<file path="config.mk">
export PLATFORM = sky130hd
export DESIGN_NAME = dictionary_5bit_packer
export DESIGN_NICKNAME = d
export VERILOG_FILES = /design/src/rtl/core/d5p_pkg.sv /design/src/rtl/core/d5p_search.sv /design/src/rtl/core/dictionary_5bit_packer.sv
export SDC_FILE = /design/constraint.sdc
export NUM_CORES = 1
export LEC_CHECK = 0
export ABC_AREA = 1
export BUFFER_PORTS_ARGS = -buffer_cell sky130_fd_sc_hd__buf_4
export CORE_MARGIN = 10
export CORE_UTILIZATION = 55
export DETAILED_ROUTE_END_ITERATION = 10
export PLACE_DENSITY = 0.79
export SETUP_SLACK_MARGIN = 0.1
export SLEW_MARGIN = 20
export SYNTH_ARGS = -nofsm -noshare
export SYNTH_HDL_FRONTEND = slang
export SYNTH_SLANG_ARGS = --single-unit
</file>
<file path="constraint.sdc">
create_clock -name clk -period 2.2 [get_ports clk]
set_input_delay 0.11 -clock clk [delete_from_list [all_inputs] [get_ports clk]]
set_output_delay 0.11 -clock clk [all_outputs]
set_load 0.02 [all_outputs]
</file>
<file path="src/rtl/core/d5p_pkg.sv">
// ----------------------------------------------------------------------------
// d5p_pkg
// Shared types and constants for the dictionary 5-bit packer.
// ----------------------------------------------------------------------------
package d5p_pkg;

  localparam int CODE_BITS = 5;

  typedef enum logic [1:0] {
    ACT_LOAD  = 2'd0,
    ACT_DATA  = 2'd1,
    ACT_FLUSH = 2'd2
  } action_t;

  typedef enum logic [1:0] {
    ST_IDLE,
    ST_SEARCH,
    ST_EMIT
  } state_t;

  // top -> search unit
  typedef struct packed {
    logic       start;
    logic [7:0] ch;
    logic [5:0] dict_size;
    logic       wr_en;
    logic [4:0] wr_idx;
    logic [7:0] wr_char;
  } srch_req_t;

  // search unit -> top
  typedef struct packed {
    logic                 busy;
    logic                 done;
    logic                 hit;
    logic [CODE_BITS-1:0] code;
  } srch_rsp_t;

endpackage

</file>
<file path="src/rtl/core/d5p_search.sv">
// ----------------------------------------------------------------------------
// d5p_search
// Dictionary memory and linear search engine: one slot read per cycle,
// first matching slot wins.
// ----------------------------------------------------------------------------
module d5p_search #(
  parameter int DICT_ENTRIES = 32
) (
  input  logic              clk,
  input  logic              rst_n,
  input  d5p_pkg::srch_req_t req,
  output d5p_pkg::srch_rsp_t rsp
);
  import d5p_pkg::*;

  localparam int IDX_W = $clog2(DICT_ENTRIES);
  localparam int CNT_W = $clog2(DICT_ENTRIES + 1);

  logic [7:0]       mem [DICT_ENTRIES];
  logic [7:0]       rd_data_r;
  logic             rv_r;
  logic [CNT_W-1:0] ridx_r;
  logic             busy_r, busy_nxt;
  logic [CNT_W-1:0] cnt_r, cnt_nxt;
  logic [CNT_W-1:0] lim_r, lim_nxt;
  logic [7:0]       char_r, char_nxt;
  logic [CNT_W-1:0] lim_start;
  logic             hit_now;
  logic             done;
  logic             issue;

  assign lim_start = (req.dict_size > 6'(DICT_ENTRIES)) ? CNT_W'(DICT_ENTRIES)
                                                        : req.dict_size[CNT_W-1:0];
  assign hit_now   = rv_r && (rd_data_r == char_r);
  assign done      = busy_r && ((lim_r == '0) ||
                     (rv_r && (hit_now || (ridx_r == lim_r - CNT_W'(1)))));
  assign issue     = busy_r && !done && (cnt_r < lim_r);

  always_comb begin
    busy_nxt = busy_r;
    cnt_nxt  = cnt_r;
    lim_nxt  = lim_r;
    char_nxt = char_r;
    if (req.start) begin
      busy_nxt = 1'b1;
      cnt_nxt  = '0;
      lim_nxt  = lim_start;
      char_nxt = req.ch;
    end else if (done) begin
      busy_nxt = 1'b0;
    end else if (issue) begin
      cnt_nxt = cnt_r + CNT_W'(1);
    end
  end

  always_ff @(posedge clk) begin
    if (!rst_n) begin
      busy_r <= 1'b0;
      rv_r   <= 1'b0;
    end else begin
      busy_r <= busy_nxt;
      rv_r   <= issue;
    end
    cnt_r  <= cnt_nxt;
    lim_r  <= lim_nxt;
    char_r <= char_nxt;
    ridx_r <= cnt_r;
  end

  // loads only arrive while no search runs, so no read/write overlap
  always_ff @(posedge clk) begin
    if (req.wr_en) begin
      mem[req.wr_idx[IDX_W-1:0]] <= req.wr_char;
    end
    if (issue) begin
      rd_data_r <= mem[cnt_r[IDX_W-1:0]];
    end
  end

  // a miss codes as zero
  assign rsp.busy = busy_r;
  assign rsp.done = done;
  assign rsp.hit  = hit_now;
  assign rsp.code = hit_now ? CODE_BITS'(ridx_r[IDX_W-1:0]) : '0;

endmodule

</file>
<file path="src/rtl/core/dictionary_5bit_packer.sv">
// ----------------------------------------------------------------------------
// dictionary_5bit_packer
// Replaces characters by their dictionary slot and packs the 5-bit codes
// MSB first into bytes.
// ----------------------------------------------------------------------------
// Input beat: tuser is the action (load slot, data char, flush). A load
//   writes one dictionary slot.
// A data beat searches the dictionary memory one slot per cycle from slot 0:
//   a hit in slot h ends the search there, a miss searches all
//   min(dict_size,DICT_ENTRIES) slots, and a full byte then passes through
//   the emit state. One item is in work at a time.
// A flush emits the zero-padded partial byte with tlast set.
// Output beat: tdata holds the byte and its valid bit count, tuser the
//   sticky miss flag. An output register holds the beat; while it is stalled
//   the block still takes loads and data beats that produce no byte.
// cfg_wr_en writes dict_size (slots searched); the user must write it only while idle, the block does not enforce this.
// Reset (rst_n low, synchronous): accumulator, pending count, miss flag
//   cleared, dict_size = 32. Dictionary contents are undefined until loaded.
// ----------------------------------------------------------------------------
module dictionary_5bit_packer #(
  parameter int DICT_ENTRIES = 32
) (
  input  logic        clk,
  input  logic        rst_n,
  input  logic        in_tvalid,
  output logic        in_tready,
  input  logic [23:0] in_tdata,   // entry_index[4:0], entry_char[12:5], data_char[20:13]
  input  logic [1:0]  in_tuser,   // action[1:0]
  output logic        out_tvalid,
  input  logic        out_tready,
  output logic [15:0] out_tdata,  // packed_byte[7:0], valid_bits[11:8]
  output logic        out_tlast,  // is_final
  output logic        out_tuser,  // miss_seen
  input  logic        cfg_wr_en,
  input  logic [5:0]  cfg_wr_data
);
  import d5p_pkg::*;

  state_t     state_r, state_nxt;
  logic [5:0] dict_size_r;
  logic [7:0] acc_r, acc_nxt;
  logic [2:0] pend_r, pend_nxt;
  logic       miss_r, miss_nxt;
  logic [7:0] res_byte_r, res_byte_nxt;
  logic [3:0] res_bits_r, res_bits_nxt;
  logic       res_last_r, res_last_nxt;
  logic       res_miss_r, res_miss_nxt;
  logic       out_tvalid_r, out_tvalid_nxt;
  logic [7:0] out_byte_r, out_byte_nxt;
  logic [3:0] out_bits_r, out_bits_nxt;
  logic       out_last_r, out_last_nxt;
  logic       out_miss_r, out_miss_nxt;

  srch_req_t  sreq;
  srch_rsp_t  srsp;
  action_t    action;
  logic       out_free;
  logic [12:0] total;
  logic [3:0]  nbits;
  logic [2:0]  rest;
  logic [3:0]  fl_shift;
  logic        miss_upd;

  assign action   = action_t'(in_tuser);
  assign out_free = !out_tvalid_r || out_tready;
  assign total    = {acc_r, srsp.code};
  assign nbits    = {1'b0, pend_r} + 4'(CODE_BITS);
  assign rest     = 3'(nbits - 4'd8);
  assign fl_shift = 4'd8 - {1'b0, pend_r};
  assign miss_upd = miss_r | !srsp.hit;

  d5p_search #(
    .DICT_ENTRIES(DICT_ENTRIES)
  ) u_search (
    .clk  (clk),
    .rst_n(rst_n),
    .req  (sreq),
    .rsp  (srsp)
  );

  always_comb begin
    state_nxt      = state_r;
    acc_nxt        = acc_r;
    pend_nxt       = pend_r;
    miss_nxt       = miss_r;
    res_byte_nxt   = res_byte_r;
    res_bits_nxt   = res_bits_r;
    res_last_nxt   = res_last_r;
    res_miss_nxt   = res_miss_r;
    out_tvalid_nxt = out_tvalid_r && !out_tready;
    out_byte_nxt   = out_byte_r;
    out_bits_nxt   = out_bits_r;
    out_last_nxt   = out_last_r;
    out_miss_nxt   = out_miss_r;
    in_tready      = (state_r == ST_IDLE);

    sreq.start     = 1'b0;
    sreq.ch        = in_tdata[20:13];
    sreq.dict_size = dict_size_r;
    sreq.wr_en     = 1'b0;
    sreq.wr_idx    = in_tdata[4:0];
    sreq.wr_char   = in_tdata[12:5];

    case (state_r)
      ST_IDLE: begin
        if (in_tvalid) begin
          case (action)
            ACT_LOAD: begin
              sreq.wr_en = ({1'b0, in_tdata[4:0]} < 6'(DICT_ENTRIES));
            end
            ACT_DATA: begin
              sreq.start = 1'b1;
              state_nxt  = ST_SEARCH;
            end
            ACT_FLUSH: begin
              res_byte_nxt = 8'(acc_r << fl_shift);
              res_bits_nxt = {1'b0, pend_r};
              res_last_nxt = 1'b1;
              res_miss_nxt = miss_r;
              acc_nxt      = '0;
              pend_nxt     = '0;
              miss_nxt     = 1'b0;
              state_nxt    = ST_EMIT;
            end
            default: begin
            end
          endcase
        end
      end
      ST_SEARCH: begin
        if (srsp.done) begin
          miss_nxt = miss_upd;
          if (nbits >= 4'd8) begin
            res_byte_nxt = 8'(total >> rest);
            res_bits_nxt = 4'd8;
            res_last_nxt = 1'b0;
            res_miss_nxt = miss_upd;
            acc_nxt      = 8'(total & ((13'd1 << rest) - 13'd1));
            pend_nxt     = rest;
            state_nxt    = ST_EMIT;
          end else begin
            acc_nxt   = total[7:0];
            pend_nxt  = nbits[2:0];
            state_nxt = ST_IDLE;
          end
        end
      end
      ST_EMIT: begin
        if (out_free) begin
          out_tvalid_nxt = 1'b1;
          out_byte_nxt   = res_byte_r;
          out_bits_nxt   = res_bits_r;
          out_last_nxt   = res_last_r;
          out_miss_nxt   = res_miss_r;
          state_nxt      = ST_IDLE;
        end
      end
      default: begin
        state_nxt = ST_IDLE;
      end
    endcase
  end

  always_ff @(posedge clk) begin
    if (!rst_n) begin
      state_r      <= ST_IDLE;
      dict_size_r  <= 6'd32;
      acc_r        <= '0;
      pend_r       <= '0;
      miss_r       <= 1'b0;
      out_tvalid_r <= 1'b0;
    end else begin
      state_r      <= state_nxt;
      acc_r        <= acc_nxt;
      pend_r       <= pend_nxt;
      miss_r       <= miss_nxt;
      out_tvalid_r <= out_tvalid_nxt;
      if (cfg_wr_en) begin
        dict_size_r <= cfg_wr_data;
      end
    end
    res_byte_r <= res_byte_nxt;
    res_bits_r <= res_bits_nxt;
    res_last_r <= res_last_nxt;
    res_miss_r <= res_miss_nxt;
    out_byte_r <= out_byte_nxt;
    out_bits_r <= out_bits_nxt;
    out_last_r <= out_last_nxt;
    out_miss_r <= out_miss_nxt;
  end

  assign out_tvalid = out_tvalid_r;
  assign out_tdata  = {4'd0, out_bits_r, out_byte_r};
  assign out_tlast  = out_last_r;
  assign out_tuser  = out_miss_r;

  a_done_in_search: assert property (@(posedge clk) disable iff (!rst_n)
    srsp.done |-> state_r == ST_SEARCH)
    else $error("search completion outside search state");

  a_no_accept_busy: assert property (@(posedge clk) disable iff (!rst_n)
    (in_tvalid && in_tready) |-> !srsp.busy)
    else $error("input beat taken while search unit busy");

  a_full_byte: assert property (@(posedge clk) disable iff (!rst_n)
    (out_tvalid && !out_tlast) |-> out_tdata[11:8] == 4'd8)
    else $error("non-final beat without a full byte");

endmodule
</file>
# Word level (Yosys, flattened, before mapping)
# Memories as Yosys holds them, arrays and structs flattened. A register that Yosys moved wholly into a read port is not among the register bits.
# Cells that the tools add are included.
[word_totals]
output_inout_bits = 20
word_cells = 124
mem_bits_rw = 256
reg_bits = 77
mem_count = 1
inputBits = 37
[mem_list]
columns = ["name", "depth", "word_bits", "rd", "rd_ports_with_merged_regs", "wr", "line", "rtl"]
rows = [
  ["u_search.mem", 32, 8, 1, 1, 1, "d5p_search.sv:19", "logic [7:0] mem [DICT_ENTRIES];"],
]
[op_classes]
shifts = 3
n_addsub = 6
mux = 53
n_reduce_logical = 23
bitwise_logic = 3
eq_ne = 12
magnitude_cmp = 3
[ops]
columns = ["cell", "n"]
rows = [
  ["8-bit two-way mux", 8],
  ["8-bit case mux with 2 select lines", 2],
  ["1-bit two-way mux", 23],
  ["4-bit two-way mux", 4],
  ["13-bit by 3-bit >> shifter with 8-bit output", 1],
  ["3-bit two-way mux", 4],
  ["8-bit AND", 1],
  ["8-bit equality test", 1],
  ["2-bit two-way mux", 4],
  ["4-bit case mux with 2 select lines", 1],
  ["4-bit AND reduction", 2],
  ["1-bit by 3-bit left shift with 8-bit output (first input constant)", 1],
  ["8-bit by 4-bit left shift with 8-bit output", 1],
  ["8-bit by 1-bit subtractor with 8-bit output (second input constant)", 1],
  ["6-bit by 1-bit adder with 6-bit output (second input constant)", 1],
  ["6-bit equality test", 1],
  ["6-bit greater-than comparator (second input constant)", 1],
  ["1-bit logical AND", 6],
  ["6-bit zero test", 1],
  ["6-bit less-than comparator", 1],
  ["2-bit != test (second input constant)", 3],
  ["1-bit case mux with 2 select lines", 3],
  ["2-bit case mux with 3 select lines", 1],
  ["3-bit case mux with 2 select lines", 1],
  ["other kinds (19)", 30],
]

# Depth between registers and ports, before layout
[logic_depth]
depth_word = 10
mapped_depth = 18
mapped_depth_nobuf = 18

# By module
# Synthesis repeated with hierarchy kept, for this count alone.
[unflattened]
hier_cells = 1283
hier_area_um2 = 14525.2
[by_module_without_submodules]
columns = ["mod", "n_inst", "cells_per_inst", "area_per_inst_um2"]
rows = [
  ["d5p_search", 1, 954, 11820.1],
  ["dictionary_5bit_packer", 1, 329, 2705.1],
]

# Worst setup path before layout
# Ideal clock, no wire load.
[synth_timing]
kind = "reg-to-reg"
startpoint = "register u_search.lim_r[0]"
endpoint = "register res_bits_r[0], enable pin"
setup_slack_ns = -0.168
arrival_ns = 2.014
required_time_ns = 1.846
stages_incl_launch_ff = 18
period_less_slack_ns = 2.368
path_cell_list = "edfxtp_1 > inv_2 > ha_1 > inv_1 > nand2_1 > nand2_1 > nand2_1 > nand2_1 > nor2_1 > nand3_1 > o21ai_2 > nand2_2 > nand2_2 > nand2_2 > nand2_4 > buf_12 > nand3_4 > inv_1"
[synth_between]
elab_chain_len = 8
elab_cells_between_ends = 9
cone_classes = "1 x add/sub; 2 x eq/ne; 6 x reduce/logical"
[synth_lines]
columns = ["item", "line", "rtl"]
rows = [
  ["start: declaration", "d5p_search.sv:25", "logic [CNT_W-1:0] lim_r, lim_nxt;"],
  ["start signal: assignment", "d5p_search.sv:65", "lim_r <= lim_nxt;"],
  ["6-bit by 1-bit subtractor with 6-bit output", "d5p_search.sv:36", "(rv_r && (hit_now || (ridx_r == lim_r - CNT_W'(1)))));"],
  ["6-bit equality test", "d5p_search.sv:36", ""],
  ["1-bit logical OR", "d5p_search.sv:36", ""],
  ["1-bit logical AND", "d5p_search.sv:36", ""],
  ["1-bit logical OR *", "d5p_search.sv:35", "assign done = busy_r && ((lim_r == '0) ||"],
  ["1-bit logical AND *", "d5p_search.sv:35", ""],
  ["2-bit by 1-bit != test with 1-bit output (no line) *", "n/a", ""],
  ["5-bit AND reduction (no line) *", "n/a", ""],
  ["end signal: assignment", "dictionary_5bit_packer.sv:183", "res_bits_r <= res_bits_nxt;"],
  ["end: declaration", "dictionary_5bit_packer.sv:45", "logic [3:0] res_bits_r, res_bits_nxt;"],
]
# Every way passes the cells marked *; elsewhere a longest branch is shown, timed or not.
# A chain may end at the register's enable or synchronous reset.

# Worst setup path in the final report
[layout_timing]
startpoint = "register u_search.lim_r[1]"
endpoint = "register res_bits_r[3], enable pin"
# Same word-level chain as after synthesis.

==> insert_results.sql <==
INSERT INTO impl_metrics (metric_group, metric, value, unit) VALUES
('clock_tree', 'clkTransAtPathRegs', '0.06', 'ns'),
('synthesis', 'share_of_the_yosys_chip_area_belonging_to_registers', '68.5', '%'),
('floorplanning', 'fp.dieArea', '33100', 'sq um'),
('synthesis', 'synth_top_flop_cell', 'edfxtp_1', ''),
('pwr', 'ir_drop', '766', 'uV'),
('pwr', 'p_switching', '0.00524', 'W'),
('global_route', 'grt_overflow', '0', ''),
('worst_setup_path', 'critPathMaxFanout', '7', ''),
('synthesis', 'avgSynthCellArea', '11.3', 'sq um'),
('routing', 'postRouteWirelength', '34200', 'um'),
('worst_setup_path', 'max_stage_delay', '0.41', 'ns'),
('synthesis', 'synth.most_common_cell', 'edfxtp_1', ''),
('clock_tree', 'clock_latency_late_sink', '0.54', 'ns'),
('global_route', 'grt_pass1_vias', '10059', ''),
('synthesis', 'yosysUniqueCellTypes', '45', ''),
('worst_setup_path', 'critPathSlowestCell', 'edfxtp_1', ''),
('worst_setup_path', 'startpoint_type', 'register', ''),
('sta', 'tightest_slew', '0.594', 'ns'),
('synthesis', 'synth_enable_flop_cells', '306', ''),
('worst_setup_path', 'critPathKind', 'register to register', ''),
('floorplanning', 'io-pin-count', '57', ''),
('pwr', 'p_per_area', '999', 'nW/um^2'),
('worst_setup_path', 'timing.critical_path.cells', 'inv_2, ha_4, xor2_1, nand2_1, nor2_1, nand3_2, o21ai_2, nand2_2, nand2_2, nand2_2, nand2_4, nand3_4, clkinvlp_4', ''),
('worst_setup_path', 'setup.reg_to_reg.worst_slack', '0.06', 'ns'),
('pwr', 'power.share.clock', '33.3', '%'),
('placed_design', 'dp.cells', '1677', ''),
('sta', 'setup_tns', '0', 'ns'),
('pwr', 'internal_power', '0.0120', 'W'),
('routing', 'dr_vias', '10269', ''),
('routing', 'ant_nets', '0', ''),
('min_path', 'worst_hold_path_type', 'primary input to register', ''),
('worst_setup_path', 'path_common_cell', 'nand2_2', ''),
('placed_design', 'buffers_on_ports', '49', ''),
('synthesis', 'postSynth.asyncResetShare', '0', '%'),
('routing', 'drt-pass1-iter-count', '5', ''),
('pwr', 'power.sequential.fraction', '43.0', '%'),
('synthesis', 'synth-compound-area-share', '11.6', '%'),
('pwr', 'comb_power_share', '23.6', '%'),
('floorplanning', 'core-area', '25900', 'sq um'),
('floorplanning', 'start_util', '55.7', '%'),
('synthesis', 'postSynthCellCount', '1281', ''),
('sta', 'finalHoldViolations', '0', ''),
('final_layout', 'finish.net_count', '1470', ''),
('final_layout', 'antenna_cells', '0', ''),
('floorplanning', 'placement_rows', '59', ''),
('worst_setup_path', 'critical_path_required', '2.42', 'ns'),
('sta', 'finalMaxSlewViolations', '0', ''),
('synthesis', 'synth.top_cell.area_share', '63.7', '%'),
('synthesis', 'synth_top_area_cell', 'edfxtp_1', ''),
('floorplanning', 'floorplan.die.width', '182', 'um'),
('outcome', 'outcome', 'complete, no violations', ''),
('placed_design', 'post-dp-hpwl', '21000', 'um'),
('global_route', 'grt_max_degree', '51', ''),
('final_layout', 'multi_input_comb_area', '4040', 'sq um'),
('synthesis', 'postSynthRegisterBits', '341', ''),
('routing', 'detailedRoute.firstIterationViolations', '1216', ''),
('synthesis', 'post_synth_and_or_nand_nor_area_fraction', '13.5', '%'),
('job', 'maxCapViolations', '0', ''),
('sta', 'slew_limit_headroom', '60.3', '%'),
('synthesis', 'ys_warn_count', '0', ''),
('routing', 'post_drt_wl_per_cell', '19.2', 'um'),
('clock_tree', 'cts.sink_count', '341', ''),
('worst_setup_path', 'worstSetupEndpointType', 'register', ''),
('sta', 'timing.final.crit_share', '97.2', '%'),
('clock_tree', 'cts_tree', 'yes', ''),
('final_layout', 'nFillCells', '1832', ''),
('final_layout', 'layout-area-overhead-vs-synth', '19.5', '%'),
('pwr', 'fin_total_pwr', '0.0172', 'W'),
('sta', 'period_needed', '2.14', 'ns'),
('pwr', 'leakagePower', '6.20', 'nW'),
('placed_design', 'gpl.final_weighted_congestion', '0.916', '');
layout by cell type, fill, tap and decap left out, drive strengths merged, types with 35 or more instances in the layout:
cell    instances
clkbuf         48
inv            83
nor2          232
nand3          58
dfxtp          35
edfxtp        306
buf           135
nand2         154
o22ai          38
a21oi          35
o21ai         171
state kept, by name, indices dropped and copies added (netlist names), 2 cells and up:
name	flops
u_search.mem	256
acc_r	8
out_byte_r	8
res_byte_r	8
u_search.char_r	8
u_search.rd_data_r	8
dict_size_r	6
u_search.cnt_r	6
u_search.lim_r	6
u_search.ridx_r	6
out_bits_r	4
res_bits_r	4
pend_r	3
state_r	2
worst max-delay path: cells and delay by family (launching register included):
family	cells	cell delay, ns
AOI/OAI and AO/OA	1	0.13
xor gates and xnor gates	1	0.14
adders and majority gates	1	0.20
buffers and inverters	2	0.29
DFF	1	0.41
and+or+nand+nor	8	0.69
timing repair:
item | 4_1_cts | 5_1_grt
endpoints found under the hold margin | 51 | 0
cloned | 1 | 2
setup buffers | 2 | 7
resized for setup | 6 | 47
setup endpoints to repair | 31 | 237
hold buffers | 26 | 0
pin swaps | 5 | 7
power by group through the flow:
| stage | combinational, W | sequential, W | clock (W) |
|---|---|---|---|
| CTS | 0.00386 | 0.00741 | 0.00579 |
| global placement | 0.00367 | 0.00754 | 0 |
| global route | 0.00447 | 0.00743 | 0.00609 |
| finish | 0.00407 | 0.00742 | 0.00574 |
| detailed placement | 0.00376 | 0.00755 | 0 |
| floorplan | 0.00237 | 0.00753 | 0 |
final timing paths:
path / from / cells after the start / to
worst max-delay path: u_search.lim_r[1] / 13 / res_bits_r[3]
worst min-delay path: in_tdata[7] / 1 / u_search.mem[28][2]
worst max register to register: u_search.lim_r[1] / 13 / res_bits_r[3]
worst min register to register: u_search.cnt_r[1] / 0 / u_search.ridx_r[1]
routing by layer:
layer  vias up  track usage, %  share of wire, %
met2       459            34.0                49
li1       4840               -                 -
met3        77            3.88               7.9
met1      4893            26.2                40
met5         -               0                 0
met4         0            6.28               2.8
cells by family (layout without fill, tap and decap cells):
kind of cell	Yosys count	count (layout)
AOI/OAI and AO/OA	292	292
xor gates and xnor gates	8	8
adders and majority gates	15	15
buffers and inverters	154	315
DFF	341	341
muxes	1	1
other	1	4
and+or+nand+nor	469	469
metrics by stage:
stage | hold slack (ns) | instance area (sq um) | worst slack [ns]
2_1_floorplan | 0.209 | 14500 | -0.0183
3_3_place_gp | 0.290 | 15600 | 0.0546
3_5_place_dp | 0.289 | 15600 | 0.000921
4_1_cts | 0.00352 | 17000 | 0.100
5_1_grt | 0.0139 | 17200 | -0.117
6_report | 0.0103 | 17200 | 0.0610
final cells by class:
cell class                      instances  share of cell area, %
Tap cell                              335                   2.43
Sequential cell                       341                   57.4
Inverter                               87                   1.99
Multi-Input combinational cell        789                   23.4
Clock inverter                         17                  0.798
Timing Repair inverter                  2                 0.0871
Timing Repair Buffer                  161                   8.16
Clock buffer                           48                   5.72
(Power assumes the default switching activity.)
